**src/rtl/rbb_pkg.sv**
```systemverilog
// ----------------------------------------------------------------------------
// rbb_pkg: shared types and helpers for the RGB 3x3 box blur
// Pixel and channel types, per-word flags and the divide-by-nine helper.
// ----------------------------------------------------------------------------
package rbb_pkg;

  typedef logic [23:0] pix_t;
  typedef logic [7:0]  chan_t;
  typedef logic [11:0] sum_t;
  typedef logic [11:0] row_t;

  // Which results a pixel word causes
  typedef struct packed {
    logic has_a;   // window centre (r-1, c-1)
    logic a_pass;  // window centre sits on the first row or column
    logic has_b;   // end of the row above (r-1, c)
    logic has_c;   // last-row pixel itself (r, c)
  } rbb_flags_t;

  // Reciprocal of nine in 0.16 fixed point, exact for sums up to 2295
  localparam logic [12:0] DIV9_RECIP = 13'd7282;

  function automatic chan_t div9(input sum_t s);
    logic [24:0] prod;
    prod = 25'(s) * 25'(DIV9_RECIP);
    return prod[23:16];
  endfunction

endpackage

```
**src/rtl/rbb_emit.sv**
```systemverilog
// ----------------------------------------------------------------------------
// rbb_emit: result sequencer and output register
// Holds the sums and pass-through pixels of one word, divides by nine and
// hands out up to three result words in order through a registered output.
// ----------------------------------------------------------------------------
module rbb_emit
  import rbb_pkg::*;
#(
  parameter int COL_W = 10
) (
  input  logic                clk,
  input  logic                rst_n,
  // word from the window stage
  input  logic                load,
  input  rbb_flags_t          flags,
  input  row_t                row,
  input  logic [COL_W-1:0]    col,
  input  sum_t [2:0]          sums,
  input  pix_t                pass_a,
  input  pix_t                pass_b,
  input  pix_t                pass_c,
  output logic                adv,
  // result stream
  output logic                out_valid,
  input  logic                out_ready,
  output pix_t                out_pix,
  output row_t                out_row,
  output logic [COL_W-1:0]    out_col,
  output logic                out_last
);

  logic [2:0]       mask_r;
  logic             a_pass_r;
  sum_t [2:0]       sum_r;
  pix_t             pa_r, pb_r, pc_r;
  row_t             row_r;
  logic [COL_W-1:0] col_r;

  logic             out_valid_r;
  pix_t             out_pix_r;
  row_t             out_row_r;
  logic [COL_W-1:0] out_col_r;
  logic             out_last_r;

  logic             slot_free;
  logic             fire;
  logic             single;
  logic [2:0]       lowest;
  pix_t             mean_pix;
  pix_t             sel_pix;
  row_t             sel_row;
  logic [COL_W-1:0] sel_col;

  assign slot_free = !out_valid_r || out_ready;
  assign fire      = (mask_r != 3'b000) && slot_free;
  assign single    = ((mask_r & (mask_r - 3'd1)) == 3'b000);
  assign lowest    = mask_r & (~mask_r + 3'd1);
  assign adv       = (mask_r == 3'b000) || (fire && single);

  assign mean_pix = {div9(sum_r[2]), div9(sum_r[1]), div9(sum_r[0])};

  // Pick the earliest pending result
  always_comb begin
    priority if (mask_r[0]) begin
      sel_pix = a_pass_r ? pa_r : mean_pix;
      sel_row = row_r - row_t'(1);
      sel_col = col_r - COL_W'(1);
    end else if (mask_r[1]) begin
      sel_pix = pb_r;
      sel_row = row_r - row_t'(1);
      sel_col = col_r;
    end else begin
      sel_pix = pc_r;
      sel_row = row_r;
      sel_col = col_r;
    end
  end

  // Track pending results of the held word
  always_ff @(posedge clk) begin
    if (!rst_n) begin
      mask_r <= 3'b000;
    end else if (adv) begin
      mask_r <= load ? {flags.has_c, flags.has_b, flags.has_a} : 3'b000;
    end else if (fire) begin
      mask_r <= mask_r & ~lowest;
    end
  end

  // Capture the word payload
  always_ff @(posedge clk) begin
    if (adv && load) begin
      a_pass_r <= flags.a_pass;
      sum_r    <= sums;
      pa_r     <= pass_a;
      pb_r     <= pass_b;
      pc_r     <= pass_c;
      row_r    <= row;
      col_r    <= col;
    end
  end

  // Output register control
  always_ff @(posedge clk) begin
    if (!rst_n) begin
      out_valid_r <= 1'b0;
    end else if (slot_free) begin
      out_valid_r <= (mask_r != 3'b000);
    end
  end

  // Output register payload
  always_ff @(posedge clk) begin
    if (fire) begin
      out_pix_r  <= sel_pix;
      out_row_r  <= sel_row;
      out_col_r  <= sel_col;
      out_last_r <= single;
    end
  end

  assign out_valid = out_valid_r;
  assign out_pix   = out_pix_r;
  assign out_row   = out_row_r;
  assign out_col   = out_col_r;
  assign out_last  = out_last_r;

endmodule
```
**config.mk**
```make
export PLATFORM = sky130hd
export DESIGN_NAME = rbb_emit
export DESIGN_NICKNAME = d
export VERILOG_FILES = /design/src/rtl/rbb_pkg.sv /design/src/rtl/rbb_emit.sv
export SDC_FILE = /design/constraint.sdc
export NUM_CORES = 1
export LEC_CHECK = 0
export BUFFER_PORTS_ARGS = -buffer_cell sky130_fd_sc_hd__buf_2
export CAP_MARGIN = 20
export CORE_ASPECT_RATIO = 0.5
export CORE_MARGIN = 5
export CORE_UTILIZATION = 50
export DETAILED_ROUTE_END_ITERATION = 16
export PLACE_DENSITY = 0.81
export SETUP_SLACK_MARGIN = 0.1
export SYNTH_ARGS = -nofsm -noshare
export SYNTH_HDL_FRONTEND = slang
export SYNTH_SLANG_ARGS = --single-unit
```
**constraint.sdc**
```tcl
create_clock -name clk -period 6 [get_ports clk]
set_input_delay 0 -clock clk [delete_from_list [all_inputs] [get_ports clk]]
set_output_delay 0 -clock clk [all_outputs]
set_load 0.02 [all_outputs]
```
======== Yosys cells after proc, flatten, opt, wreduce, memory -nomap -nowiden ========
Cells that the tools add are included.
operators by class
  mux-type cells .......................... 9
  reduce and logical (&&, ||, !) cells .... 10
  $add $sub $neg .......................... 4
  bitwise gates (word level) .............. 5
  $mul .................................... 3
operator list
  kind                      count
  $mux W24                  3
  $mul A12 B12 Y23 const B  3
  $mux W12                  2
  $sub A12 B1 Y12 const B   1
  $mux W10                  1
  $sub A10 B1 Y10 const B   1
  $and A3 B3 Y3             3
  $mux W3                   3
  $logic_not A3 Y1          2
  $not A3 Y3                2
  $add A3 B1 Y3 const B     1
  $logic_and A1 B1 Y1       3
  $reduce_bool A3 Y1        1
  $sub A3 B1 Y3 const B     1
  $logic_or A1 B1 Y1        2
  $reduce_bool A2 Y1        1
  $logic_not A1 Y1          1
storage, ports and cells
  register bits after elaboration ......... 182
  input port bits ......................... 138
  output and inout port bits .............. 49
  logic and storage cells ................. 46

======== Depth between registers and ports, before layout ========
  depth in word-level cells ............... 7
  mapped depth ............................ 19
  depth with buffers taken out ............ 19

======== Least setup slack after synthesis ========
Ideal clock, no wire load.
  path kind ............................... register to register
  from .................................... register mask_r[0]
  to ...................................... register a_pass_r (enable)
  required time ........................... 5.492 ns
  clock period less this slack ............ 4.819 ns
  slack ................................... 1.181 ns
  stages on the path, launching flop included .. 5
  setup time .............................. 0.508 ns
  data arrival time ....................... 4.311 ns
  buffers on the path ..................... 1
  cell sequence ........................... dfxtp_1 > buf_2 > or2_2 > o22ai_1 > and2_1
between the ends
  longest elaborated chain between the ends .. 6
  elaborated cells between the ends (all ways) .. 9
  classes of those cells .................. add/sub: 1; bitwise: 1; reduce/logical: 7
RTL lines
  element                 line            source
  start, declared         rbb_emit.sv:32  logic [2:0] mask_r;
  start signal, assigned  rbb_emit.sv:84  mask_r <= load ? {flags.has_c, flags.has_b, flags.has_a} : 3'b000;
  start signal, assigned  rbb_emit.sv:86  mask_r <= mask_r & ~lowest;
  $sub A3 B1 Y3           rbb_emit.sv:56  assign single = ((mask_r & (mask_r - 3'd1)) == 3'b000);
  $and A3 B3 Y3           rbb_emit.sv:56
  $logic_not A3 Y1        rbb_emit.sv:56
  $logic_and A1 B1 Y1     rbb_emit.sv:58  assign adv = (mask_r == 3'b000) || (fire && single);
  $logic_or A1 B1 Y1 *    rbb_emit.sv:58
  net adv                 rbb_emit.sv:22  output logic adv,
  $logic_and A1 B1 Y1 *   rbb_emit.sv:92  if (adv && load) begin
  end signal, assigned    rbb_emit.sv:93  a_pass_r <= flags.a_pass;
  end, declared           rbb_emit.sv:33  logic a_pass_r;
The timed path passes the listed nets; every way through them passes the cells marked *.
A chain may end at the register's enable or synchronous reset.

======== Worst setup path in the final report ========
  from .................................... register sum_r[31] in the netlist's numbering
  to ...................................... register out_pix_r[20], in the netlist out_pix[20] (data pin)
between the ends
  longest elaborated chain between the ends .. 3
RTL lines
  element                 line             source
  start, declared         rbb_emit.sv:34   sum_t [2:0] sum_r;
  start signal, assigned  rbb_emit.sv:94   sum_r <= sums;
  $mul A12 B12 Y23        rbb_pkg.sv:25    prod = 25'(s) * 25'(DIV9_RECIP);
  $mux W24                rbb_emit.sv:65   sel_pix = a_pass_r ? pa_r : mean_pix;
  $mux W24                rbb_emit.sv:64   priority if (mask_r[0]) begin
  net sel_pix[20]         rbb_emit.sv:50   pix_t sel_pix;
  end signal, assigned    rbb_emit.sv:115  out_pix_r <= sel_pix;
  end, declared           rbb_emit.sv:40   pix_t out_pix_r;
The timed path passes the listed nets, and every way through them passes these cells.

==> flow_metrics.tcl <==
set metrics [dict create \
    cts_buffer_depth 2 \
    numCtsBuffers 17 \
    io_pins 187 \
    synth_common_cells "202 x ha_1, 181 x inv_1, 178 x edfxtp_1" \
    clk_pin_slew_ns 0.08 \
    slew_violations 0 \
    gp_congestion 0.913 \
    powerDensity_mw_per_mm2 395 \
    dp_hpwl_mm 23.7 \
    design_area_mm2 0.0162 \
    period_share_pct 85.1 \
    slew_headroom_pct 30.1 \
    initial_core_util_pct 51.1 \
    ys_ff_latch 182 \
    seq_power_share_pct 24.6 \
    syn-num-nets 1480 \
    fin_crit_ns 5.10 \
    hold_viol 0 \
    critPathCaptureType "register" \
    rrSetupSlack_ns 0.90 \
    rsz0062_at_grt "no" \
    drtAntennaViolNets 0 \
    rr_startpoint "sum_r[31]$_DFFE_PP_" \
    cts_hold_buf 135 \
    post_cts_buffers 0 \
    dpl-instance-area_mm2 0.0143 \
    worstPathArrival_ns 5.40 \
    cp.required_ns 6.30 \
    viasPerCell 5.29 \
    grt_max_degree 60 \
    grt_pass1_vias 10270 \
    dr.pass1.iters 5 \
    regToRegEndpoint "out_pix[20]$_DFFE_PP_" \
    ys_warn_count 0 \
    worstHoldEndpoint "mask_r[0]$_SDFFE_PN0P_" \
    tns_ns 0 \
    max_slew.worst_pin.slew_ns 1.04 \
    row_count 41 \
    num_vias 9218 \
    skew_ns 0.0189 \
    wl_mm 32.8 \
    grt_util_all_layers_pct 23.0 \
    finalNetCount 1805 \
    cts-resized-gates 0 \
    crit_fanout 4 \
    peakVddDrop_mv 0.233 \
    root_buffer "clkbuf_16" \
    core_area_mm2 0.0254 \
    gr-total-overflow 0 \
    max_freq_ghz 0.196 \
    tritoncts "done" \
    synth_top_area_cell "edfxtp_1" \
    antenna_found_initial 7 \
    swShare_pct 43.5 \
    die_x_um 238 \
    worst_r2r_path_depth 19 \
    leakage_nw 7.53 \
    critPathKind "register to register" \
    die_h_um 124 \
    drt_iter0_markers 542 \
    clk_latency_ns 0.47 \
    detail_route.wl_per_cell_um 18.8 \
    avgSynthCellArea_um2 12.3 \
    critPathLaunchType "register" \
    hp-start "out_ready" \
    synth_top_area_share_pct 41.2 \
    die_area_mm2 0.0295 \
    postSynthCellCount 1053 \
    cts_sinks 182 \
    grt_pass1_wl_mm 52.4 \
    cts.htree.levels 4 \
    port_buffers 186 \
    synth_edf_count 178 \
    finalSetupViolCount 0 \
    maxCapViolCount 0 \
    ys_types 57 \
    min_path_cells 4 \
    hold_class "input port to register" \
    drive_above_1_share_pct 18.4 \
    pwr-share-comb_pct 58.1 \
    pwr-share-clk_pct 17.3 \
    synth_most_common_cell "ha_1" \
    ys_async_sr_fraction_pct 0 \
    syn2layout_area_growth_pct 25.2 \
    synth_ff_type "edfxtp_1" \
    status "finished, final reports clean" \
    drc_errors 0 \
    p_int_w 0.00363 \
    syn_area_mm2 0.0130 \
    synthTopCellsByArea "edfxtp_1 41%, ha_1 19%, fa_1 13%" \
    ys_seq_area_share_pct 41.8 \
    switchingPower_w 0.00279 \
]
==> stage by stage <==
| step | setup WS [ns] | utilization, % | hold slack, ns | cells | power (W) |
|---|---|---|---|---|---|
| 3_5_place_dp | 0.975 | 56.3 | 0.178 | 1568 | 0.00518 |
| 2_1_floorplan | 1.18 | - | 0.0989 | 1053 | 0.00431 |
| 6_report | 0.895 | 64.0 | 0.00758 | 1743 | 0.00642 |
| 5_1_grt | 0.629 | 64.0 | 0.0133 | 1742 | 0.00701 |
| 4_1_cts | 0.905 | 63.9 | 0.0205 | 1735 | 0.00641 |
| 3_3_place_gp | 1.07 | 56.3 | 0.176 | 1568 | 0.00506 |
==> kinds of logic (layout without fill, tap and decap cells) <==
| group | Yosys count | in the layout | share of synthesized area (%) |
|---|---|---|---|
| buf+inv | 200 | 538 | 5.85 |
| compound gates | 167 | 167 | 8.72 |
| other cells | 0 | 8 | 0 |
| mux | 24 | 24 | 2.03 |
| flops | 182 | 182 | 41.8 |
| fa+ha+maj | 289 | 289 | 32.9 |
| simple gates | 143 | 143 | 5.43 |
| xor+xnor | 48 | 48 | 3.24 |
==> registers in the layout, summed over array words and instances (netlist names), 3 cells and up <==
name,cells
out_row,12
sum_r,36
pb_r,24
col_r,10
pa_r,24
mask_r,3
row_r,12
out_pix,24
out_col,10
pc_r,24
==> worst max-delay path, cell delays in order (launching register included) <==
cell      delay, ns
edfxtp_1       0.40
inv_1          0.11
fa_1           0.54
inv_1          0.04
ha_1           0.29
inv_1          0.06
fa_1           0.55
inv_1          0.06
fa_1           0.50
inv_1          0.06
fa_1           0.53
inv_1          0.05
ha_1           0.33
nand2_1        0.06
o21ai_0        0.21
a31oi_2        0.08
o21bai_1       0.30
a21o_1         0.23
mux2_4         0.31
a211oi_2       0.21
==> per-layer routing <==
metal  global-route usage [%]  vias up  routed length, um
met5                        0        -                  0
met4                     10.6        0               1450
met3                     4.80      102               1280
met2                     41.7      233              17000
met1                     26.5     4532              13100
li1                         -     4351                  -
==> worst max-delay path by stage <==
stage,start,endpoint,slack [ns],cells past startpoint
after floorplan,mask_r[0]$_SDFFE_PN0P_,a_pass_r$_DFFE_PP_,1.18,4
after global placement,sum_r[31]$_DFFE_PP_,out_pix[20]$_DFFE_PP_,1.07,19
after detailed placement,sum_r[31]$_DFFE_PP_,out_pix[20]$_DFFE_PP_,0.98,19
after CTS,sum_r[31]$_DFFE_PP_,out_pix[20]$_DFFE_PP_,0.90,19
after global routing,sum_r[31]$_DFFE_PP_,out_pix[20]$_DFFE_PP_,0.63,19
final,sum_r[31]$_DFFE_PP_,out_pix[20]$_DFFE_PP_,0.90,19
==> power groups by stage <==
stage	registers (W)	clock network, W	logic, W
5_1_grt	0.00159	0.00119	0.00424
3_3_place_gp	0.00160	0	0.00347
2_1_floorplan	0.00163	0	0.00267
3_5_place_dp	0.00160	0	0.00358
6_report	0.00158	0.00111	0.00373
4_1_cts	0.00157	0.00112	0.00372
==> area by class of cell <==
type	count	area, um^2
Tap cell	344	430
Antenna cell	8	20.0
Fill cell	1840	9150
Clock inverter	14	144
Multi-Input combinational cell	671	6800
Clock buffer	18	429
Sequential cell	182	5430
Timing Repair Buffer	325	2310
Inverter	181	679
==> layout by cell type (no fill, tap or decap), types with 10 or more instances in the layout <==
cell type / count
ha_1: 202
buf_2: 186
inv_1: 181
edfxtp_1: 178
dlygate4sd3_1: 135
fa_1: 87
a21oi_1: 44
nand2_1: 41
xnor2_1: 30
nor2_1: 29
o21ai_0: 21
o22ai_1: 19
xor2_1: 18
clkbuf_16: 17
a21o_1: 15
mux2_2: 15
a211oi_1: 14
nor2b_1: 12
nand2b_1: 10
nor3_1: 10
Note: power is estimated with default switching activity, not from simulation.
